### src/hdl/htoa_pkg.sv
// Shared types and constants for the hash table with overflow area.
`timescale 1ns / 1ps
package htoa_pkg;

	// Operation codes carried on the kind port.
	localparam logic [1:0] KIND_INSERT = 2'd0;
	localparam logic [1:0] KIND_SEARCH = 2'd1;
	localparam logic [1:0] KIND_REMOVE = 2'd2;
	localparam logic [1:0] KIND_UNUSED = 2'd3;

	// Result codes driven on the status port.
	localparam logic [1:0] ST_OK        = 2'd0;
	localparam logic [1:0] ST_NOT_FOUND = 2'd1;
	localparam logic [1:0] ST_PRESENT   = 2'd2;
	localparam logic [1:0] ST_FULL      = 2'd3;

	// Result of one overflow cell's look at the chain walk.
	typedef struct packed {
		logic hit;
		logic used;
	} htoa_cell_stat_t;

endpackage

### src/hdl/hash_table_with_overflow_area_core.sv
// Top level: primary slot table, row of overflow cells and the walking sequencer.
//
//  channel | ports                     | handshake
//  input   | kind, bucket, key         | start high while busy low
//  result  | status                    | done strobe, one cycle
//
// Busy stays high while the sequencer runs: primary check, then the chain walk on a
// primary miss, then the commit and the report; the unused kind skips walk and commit.
// Done rises in the same cycle as busy falls.
// The length of the chain walk through the overflow cells sets how long busy stays high.
// Reset empties all slots at once; no clearing pass is needed.
// The receiver cannot stall: status is shown for one cycle with done.
`timescale 1ns / 1ps
module hash_table_with_overflow_area_core import htoa_pkg::*; #(
	parameter int BUCKETS        = 16,
	parameter int OVERFLOW_SLOTS = 8,
	parameter int KEY_WIDTH      = 32
) (
	input  logic        clk,
	input  logic        arst_n,
	input  logic        start,
	output logic        busy,
	input  logic [1:0]  kind,
	input  logic [3:0]  bucket,
	input  logic [31:0] key,
	output logic        done,
	output logic [1:0]  status
);

	localparam int BW = (BUCKETS > 1) ? $clog2(BUCKETS) : 1;
	localparam int LW = $clog2(OVERFLOW_SLOTS + 1) + 1;
	localparam int SW = (OVERFLOW_SLOTS > 1) ? $clog2(OVERFLOW_SLOTS) : 1;
	localparam int CW = $clog2(OVERFLOW_SLOTS + 1);
	localparam logic [LW-1:0] NONE = '1;

	localparam logic [2:0] S_IDLE = 3'd0;
	localparam logic [2:0] S_PRIM = 3'd1;
	localparam logic [2:0] S_WALK = 3'd2;
	localparam logic [2:0] S_ACT  = 3'd3;
	localparam logic [2:0] S_DONE = 3'd4;

	logic [2:0]           state_q;
	logic [1:0]           kind_q;
	logic [BW-1:0]        bkt_q;
	logic [KEY_WIDTH-1:0] key_q;
	logic [LW-1:0]        cur_q, prev_q, tail_q, slot_q;
	logic [CW-1:0]        steps_q;
	logic                 found_q, in_prim_q;
	logic [1:0]           status_q;
	logic                 done_q;

	logic [KEY_WIDTH-1:0] pkey_q [BUCKETS];
	logic [BUCKETS-1:0]   pused_q;
	logic [LW-1:0]        plink_q [BUCKETS];

	logic [KEY_WIDTH-1:0] ckey   [OVERFLOW_SLOTS];
	logic [LW-1:0]        clink  [OVERFLOW_SLOTS];
	htoa_cell_stat_t      cstat  [OVERFLOW_SLOTS];
	logic [OVERFLOW_SLOTS-1:0] c_wr_new, c_wr_link, c_clr;
	logic [LW-1:0]        c_new_link;

	logic [BW-1:0]        bidx;
	logic                 cur_ok;
	logic [SW-1:0]        cur_i;
	logic [LW-1:0]        free_idx;
	logic                 free_any;
	logic [LW-1:0]        first;
	logic                 p_wr_key, p_set, p_clr, p_wr_link;
	logic [KEY_WIDTH-1:0] p_new_key;
	logic [LW-1:0]        p_new_link;

	// Bucket index folded into the table, as a small constant lookup.
	always_comb begin
		bidx = '0;
		for (int v = 0; v < 16; v++) begin
			if (bucket == 4'(v)) bidx = BW'(v % BUCKETS);
		end
	end

	assign busy   = (state_q != S_IDLE);
	assign done   = done_q;
	assign status = status_q;
	assign cur_ok = (cur_q < LW'(OVERFLOW_SLOTS));
	assign cur_i  = cur_q[SW-1:0];
	assign first  = plink_q[bkt_q];

	// Row of overflow cells.
	for (genvar g = 0; g < OVERFLOW_SLOTS; g++) begin : g_cell
		htoa_cell #(.KEY_WIDTH(KEY_WIDTH), .LW(LW)) u_cell (
			.clk(clk), .arst_n(arst_n), .cmp_key(key_q),
			.wr_new(c_wr_new[g]), .new_key(key_q),
			.wr_link(c_wr_link[g]), .new_link(c_new_link),
			.clr(c_clr[g]), .key_out(ckey[g]), .link_out(clink[g]),
			.stat(cstat[g]));
	end

	// Lowest free overflow slot.
	always_comb begin
		free_idx = NONE;
		free_any = 1'b0;
		for (int i = OVERFLOW_SLOTS - 1; i >= 0; i--) begin
			if (!cstat[i].used) begin
				free_idx = LW'(i);
				free_any = 1'b1;
			end
		end
	end

	// Updates that the action cycle commits.
	always_comb begin
		c_wr_new   = '0;
		c_wr_link  = '0;
		c_clr      = '0;
		c_new_link = NONE;
		p_wr_key   = 1'b0;
		p_set      = 1'b0;
		p_clr      = 1'b0;
		p_wr_link  = 1'b0;
		p_new_key  = key_q;
		p_new_link = NONE;
		if (state_q == S_ACT) begin
			if (kind_q == KIND_INSERT && !found_q) begin
				if (!pused_q[bkt_q]) begin
					p_wr_key = 1'b1;
					p_set = 1'b1;
					p_wr_link = 1'b1;
				end else if (free_any) begin
					c_wr_new[free_idx[SW-1:0]] = 1'b1;
					c_new_link = free_idx;
					if (tail_q != NONE) c_wr_link[tail_q[SW-1:0]] = 1'b1;
					else begin
						p_wr_link = 1'b1;
						p_new_link = free_idx;
					end
				end
			end else if (kind_q == KIND_REMOVE && found_q) begin
				if (in_prim_q) begin
					if (first < LW'(OVERFLOW_SLOTS)) begin
						p_wr_key = 1'b1;
						p_new_key = ckey[first[SW-1:0]];
						p_wr_link = 1'b1;
						p_new_link = clink[first[SW-1:0]];
						c_clr[first[SW-1:0]] = 1'b1;
					end else begin
						p_clr = 1'b1;
						p_wr_link = 1'b1;
					end
				end else begin
					c_clr[slot_q[SW-1:0]] = 1'b1;
					c_new_link = clink[slot_q[SW-1:0]];
					if (prev_q != NONE) c_wr_link[prev_q[SW-1:0]] = 1'b1;
					else begin
						p_wr_link = 1'b1;
						p_new_link = clink[slot_q[SW-1:0]];
					end
				end
			end
		end
	end

	// Primary slot keys.
	always_ff @(posedge clk) begin
		if (p_wr_key) pkey_q[bkt_q] <= p_new_key;
	end

	// Primary used bits and links.
	always_ff @(posedge clk or negedge arst_n) begin
		if (!arst_n) begin
			pused_q <= '0;
			for (int i = 0; i < BUCKETS; i++) plink_q[i] <= NONE;
		end else begin
			if (p_set) pused_q[bkt_q] <= 1'b1;
			if (p_clr) pused_q[bkt_q] <= 1'b0;
			if (p_wr_link) plink_q[bkt_q] <= p_new_link;
		end
	end

	// Operation payload, captured at accept.
	always_ff @(posedge clk) begin
		if (start && !busy) begin
			kind_q <= kind;
			bkt_q  <= bidx;
			key_q  <= KEY_WIDTH'(key);
		end
	end

	// Sequencer: primary check, chain walk, commit, report.
	always_ff @(posedge clk or negedge arst_n) begin
		if (!arst_n) begin
			state_q   <= S_IDLE;
			done_q    <= 1'b0;
			status_q  <= ST_OK;
			cur_q     <= NONE;
			prev_q    <= NONE;
			tail_q    <= NONE;
			slot_q    <= NONE;
			steps_q   <= '0;
			found_q   <= 1'b0;
			in_prim_q <= 1'b0;
		end else begin
			done_q <= 1'b0;
			unique case (state_q)
				S_IDLE: begin
					if (start) state_q <= S_PRIM;
				end
				S_PRIM: begin
					cur_q   <= plink_q[bkt_q];
					prev_q  <= NONE;
					tail_q  <= NONE;
					slot_q  <= NONE;
					steps_q <= '0;
					found_q <= pused_q[bkt_q] && (pkey_q[bkt_q] == key_q);
					in_prim_q <= pused_q[bkt_q] && (pkey_q[bkt_q] == key_q);
					if (kind_q == KIND_UNUSED) begin
						status_q <= ST_NOT_FOUND;
						state_q  <= S_DONE;
					end else if (pused_q[bkt_q] && (pkey_q[bkt_q] == key_q)) begin
						state_q <= S_ACT;
					end else begin
						state_q <= S_WALK;
					end
				end
				S_WALK: begin
					if (!cur_ok || steps_q == CW'(OVERFLOW_SLOTS)) begin
						state_q <= S_ACT;
					end else if (cstat[cur_i].hit) begin
						found_q <= 1'b1;
						slot_q  <= cur_q;
						state_q <= S_ACT;
					end else begin
						tail_q  <= cur_q;
						prev_q  <= cur_q;
						cur_q   <= clink[cur_i];
						steps_q <= steps_q + 1'b1;
					end
				end
				S_ACT: begin
					state_q <= S_DONE;
					case (kind_q)
						KIND_INSERT: status_q <= found_q ? ST_PRESENT :
							(pused_q[bkt_q] && !free_any) ? ST_FULL : ST_OK;
						default: status_q <= found_q ? ST_OK : ST_NOT_FOUND;
					endcase
				end
				S_DONE: begin
					done_q  <= 1'b1;
					state_q <= S_IDLE;
				end
				default: state_q <= S_IDLE;
			endcase
		end
	end

endmodule

### src/hdl/htoa_cell.sv
// One overflow slot: stored key, used bit and link to the next slot of its chain.
`timescale 1ns / 1ps
module htoa_cell import htoa_pkg::*; #(
	parameter int KEY_WIDTH = 32,
	parameter int LW        = 4
) (
	input  logic                 clk,
	input  logic                 arst_n,
	input  logic [KEY_WIDTH-1:0] cmp_key,
	input  logic                 wr_new,
	input  logic [KEY_WIDTH-1:0] new_key,
	input  logic                 wr_link,
	input  logic [LW-1:0]        new_link,
	input  logic                 clr,
	output logic [KEY_WIDTH-1:0] key_out,
	output logic [LW-1:0]        link_out,
	output htoa_cell_stat_t      stat
);

	logic [KEY_WIDTH-1:0] key_q;
	logic [LW-1:0]        link_q;
	logic                 used_q;

	// Key store needs no reset; it is only read while the used bit is set.
	always_ff @(posedge clk) begin
		if (wr_new) key_q <= new_key;
	end

	// Used bit and link are control state.
	always_ff @(posedge clk or negedge arst_n) begin
		if (!arst_n) begin
			used_q <= 1'b0;
			link_q <= '1;
		end else if (clr) begin
			used_q <= 1'b0;
			link_q <= '1;
		end else if (wr_new) begin
			used_q <= 1'b1;
			link_q <= '1;
		end else if (wr_link) begin
			link_q <= new_link;
		end
	end

	assign key_out  = key_q;
	assign link_out = link_q;
	assign stat.used = used_q;
	assign stat.hit  = used_q && (key_q == cmp_key);

endmodule

### config.mk
export PLATFORM = sky130hd
export DESIGN_NAME = hash_table_with_overflow_area_core
export DESIGN_NICKNAME = d
export VERILOG_FILES = /design/src/hdl/htoa_pkg.sv /design/src/hdl/hash_table_with_overflow_area_core.sv /design/src/hdl/htoa_cell.sv
export SDC_FILE = /design/constraint.sdc
export NUM_CORES = 1
export LEC_CHECK = 0
export ABC_AREA = 1
export BUFFER_PORTS_ARGS = -buffer_cell sky130_fd_sc_hd__buf_2
export CAP_MARGIN = 20
export CELL_PAD_IN_SITES_DETAIL_PLACEMENT = 0
export CELL_PAD_IN_SITES_GLOBAL_PLACEMENT = 1
export CORE_UTILIZATION = 45
export CTS_BUF_LIST = sky130_fd_sc_hd__clkbuf_2 sky130_fd_sc_hd__clkbuf_4 sky130_fd_sc_hd__clkbuf_8
export CTS_CLUSTER_DIAMETER = 60
export CTS_CLUSTER_SIZE = 24
export DETAILED_ROUTE_END_ITERATION = 10
export MAX_ROUTING_LAYER = met4
export PLACE_DENSITY = 0.83
export SETUP_SLACK_MARGIN = 0.1
export SYNTH_ARGS = -nofsm -noshare
export SYNTH_HDL_FRONTEND = slang
export SYNTH_SLANG_ARGS = --single-unit
export TNS_END_PERCENT = 1
### constraint.sdc
create_clock -name clk -period 12.7 [get_ports clk]
set_clock_uncertainty 0.05 [all_clocks]
set_input_delay 0.635 -clock clk [delete_from_list [all_inputs] [get_ports clk]]
set_output_delay 0.635 -clock clk [all_outputs]
set_load 0.05 [all_outputs]
==> impl_results.md <==
* Status: complete, no violations
* RSZ-0062 raised after global routing: no
* First-pass GRT wire length at 221000 µm
* Post-synthesis net count at about 4500
* CP max stage cell: inv_1
* Tightest Pin Transition at around 1.2 ns
* CP required at 13.12 ns
* FF+latch count, synth at ~980
* Post-DP Area at 0.0463 mm²
* Flop2flop setup slack at between 6 and 7 ns
* Synth Warn # at 0
* Area leader, netlist: edfxtp_1
* Power per cell area at around 180 mW/mm²
* Routed WL at about 150000 µm
* Relative slew slack at about 18%
* Gp weighted congestion at roughly 1.0
* Top cell by count, worst path: nand2_1
* Max-Cap Viols at 0
* Slew Viols, Final at 0
* Crit Path Max Fanout at 75
* Final worst slack at 6.77 ns
* Cell area after synthesis at between 0.04 and 0.05 mm²
* Critical R2R Capture: pkey_q[3][16]
* Total CTS buffers at 85
* R2r startpoint: bkt_q[0]
* Max Root-Sink Buffers at 3
* Wire per inst at approximately 26 µm
* Via density at ~5.8
* Leak at between 15 and 20 nW
* GRT overflow at 0
* Design area at about 0.05 mm²
* Die height at 317 µm
* CP bufs+invs at 6
* Post-synth cell types at 54
* Clk Latency, worst-skew pair at approximately 0.84 ns
* Largest net degree at the start of global routing at 92
* 1st-iter DRT viols at around 4500
* Die area at 0.100 mm²
* Area delta synth->final at 9.56%
* Yosys top cell area share at roughly 54%
* H-tree Lvls at 3
* Critical Path Start Type: flop
* Final setup fails at 0
* Die W at around 320 µm
* Hold_sp: bucket[0]
* Routed vias at 34085
* Async S/R FF share, synth at roughly 17%
* CTS tree: yes
* Clk pin slew, worst setup/hold paths at 0.12 ns
* Worst Reg-to-Reg Cells at 16
* Fmax achieved at roughly 170 MHz
* DRC viols at 0
* Mean area per synthesized cell at around 10 µm²
* Fin cells at a little under 6000
* Max rail drop VDD at roughly 0.14 mV
* Area contributors post-synth: edfxtp_1 54%, nand2_1 13%, dfstp_2 7.8%, inv_1 2.8%, a22oi_1 2.5%
* Hold crit path type: in -> reg
* IO Pins at 45
* Crit path time final at 5.93 ns
* DR pass1 iterations at 6
* Fin Setup TNS at 0 ns
* Place WS at 6.90 ns
* Top_reg_cell synth: edfxtp_1
* CP arrival at 6.36 ns
* Vias in the first global route at roughly 32000
* Max stage delay on crit path at 0.95 ns
* Seq/Total Area, Yosys at between 60% and 70%
* PortBufs at between 40 and 50
* Hold Path Cell Cnt at 1
* Period utilization at a little under half
* Initial antenna violation count at 5
* Total Routing Usage GR at 31.4%
* CP startpoint: bkt_q[0]
* Number of synthesized flops with an enable pin at 806
* Setup crit end kind: flop
* Std-Cell Rows at around 120
* NumNets Final at around 4500
* Antenna Violating Nets Remaining at 0
* Clock Sinks at around 980
* Critical path class: reg -> reg
* Core Util, Final at 49.7%
* Hold Path Sink: bkt_q[0]
* Final hold violations at 0
* Starting Density at 45.4%
* Critical path's top delay family: buffers and inverters
* Hpwl dp at approximately 99000 µm
* Placeable Area at between 0.09 and 0.1 mm²
* Worst path cell trace: buf_4, buf_4, inv_2, buf_4, nand2_1, nand2_1, nand2_1, nand2_1, nand2_1, nand2_1, inv_1, nand2_1, nand3_1, inv_1, a221oi_1, a22oi_1
* Placed Cells at between 5000 and 6000
* Layout cell share with drive strength beyond 1 at a little under an eighth
* Cells after synthesis at around 4400
* Post-CTS resize count at 0
* Root Driver: clkbuf_8
-- per-layer routing --
metal,vias to the layer above,track usage (%),wire length (µm)
li1,15254,-,-
met1,16535,41.8,62500
met2,1921,46.7,68100
met3,375,6.35,15000
met4,0,13.5,7620
met5,-,-,0
-- state kept, by name, indices dropped and copies added, names as in the netlist --
name	count
steps_q	4
key_q	32
cur_q	5
slot_q	3
pkey_q	512
g_cell.u_cell.link_out	40
bkt_q	4
g_cell.u_cell.key_out	256
pused_q	16
tail_q	5
status	2
g_cell.u_cell.used_q	8
in_prim_q	1
done	1
plink_q	80
state_q	3
found_q	1
kind_q	2
-- kinds of logic after synthesis --
kind of cell	after synthesis	synth area share (%)
DFF	975	64.2
muxes	1	0.0225
AOI/OAI and AO/OA	652	9.11
and+or+nand+nor	2160	20.0
buffers and inverters	556	5.15
adders and majority gates	2	0.0561
xor gates and xnor gates	76	1.49
-- final cells by class --
type	count	area, µm²
multi-input cells	2891	13900
repair buffers	159	1210
clock buffers	88	1190
flip-flops and latches	975	28600
inverters	370	1390
fillers	8958	49400
clock inverters	70	926
diodes	4	10.0
well taps	1287	1610
-- stage by stage --
step | power, W | hold WS, ns
6_report | 0.00857 | 0.0583
5_1_grt | 0.00889 | 0.0195
4_1_cts | 0.00853 | 0.00476
3_5_place_dp | 0.00638 | 0.403
3_3_place_gp | 0.00636 | 0.399
2_1_floorplan | 0.00551 | 0.289
-- cell usage in the layout, fill, tap and decap left out, types with 53 or more instances in the layout --
cell,n
nand2_1,1561
edfxtp_1,806
inv_1,336
o21ai_0,211
nor2_1,210
a22oi_1,148
dfstp_2,133
nand4_1,123
nand3_1,121
a21oi_1,104
o22ai_1,92
clkbuf_8,85
buf_4,75
nor3_1,53
-- report_power, final --
| group | switching (W) | internal, W |
|---|---|---|
| clock network | 0.00134 | 0.000845 |
| registers | 0.000198 | 0.00390 |
| logic | 0.00171 | 0.000574 |
| total | 0.00325 | 0.00532 |
-- worst max path at each step --
stage / slack, ns / end / cells past startpoint
global placement: 7.01 / pkey_q[10][16] / 16
detailed placement: 6.90 / pkey_q[11][4] / 17
global route: 6.40 / pkey_q[3][16] / 16
CTS: 6.89 / pkey_q[1][4] / 17
floorplan: 7.14 / g_cell[1].u_cell.link_out[0] / 9
finish: 6.77 / pkey_q[3][16] / 16
-- synth_stat cells (2+ instances only) --
cell,n
ha_1,2
dfstp_2,133
buf_2,76
nor2_1,235
a22oi_1,148
o32ai_1,2
buf_1,18
a211oi_1,8
or2_2,12
nand3b_1,2
inv_2,19
nand2_1,1561
nand2_2,7
o21ai_1,7
o221ai_1,5
clkbuf_1,71
buf_4,12
nor4_1,3
nor3_1,54
edfxtp_1,806
nor3b_1,2
nor2_4,17
buf_6,9
o2bb2ai_1,9
o211ai_1,27
o22a_1,6
nand4_1,123
clkinv_1,12
dfrtp_1,36
o21ai_0,211
nor2_2,14
o22ai_1,92
a221oi_1,14
and3_1,3
inv_1,338
xor2_1,39
o2111ai_1,12
nand3_1,121
a21oi_1,104
xnor2_1,37
nand3_2,2
-- what timing repair did --
action | CTS | global route
setup buffers | 0 | 0
hold endpoints to repair | 61 | 0
setup endpoints to repair | 0 | 0
hold buffers | 38 | 0
Power figures use the tool's default switching activity.
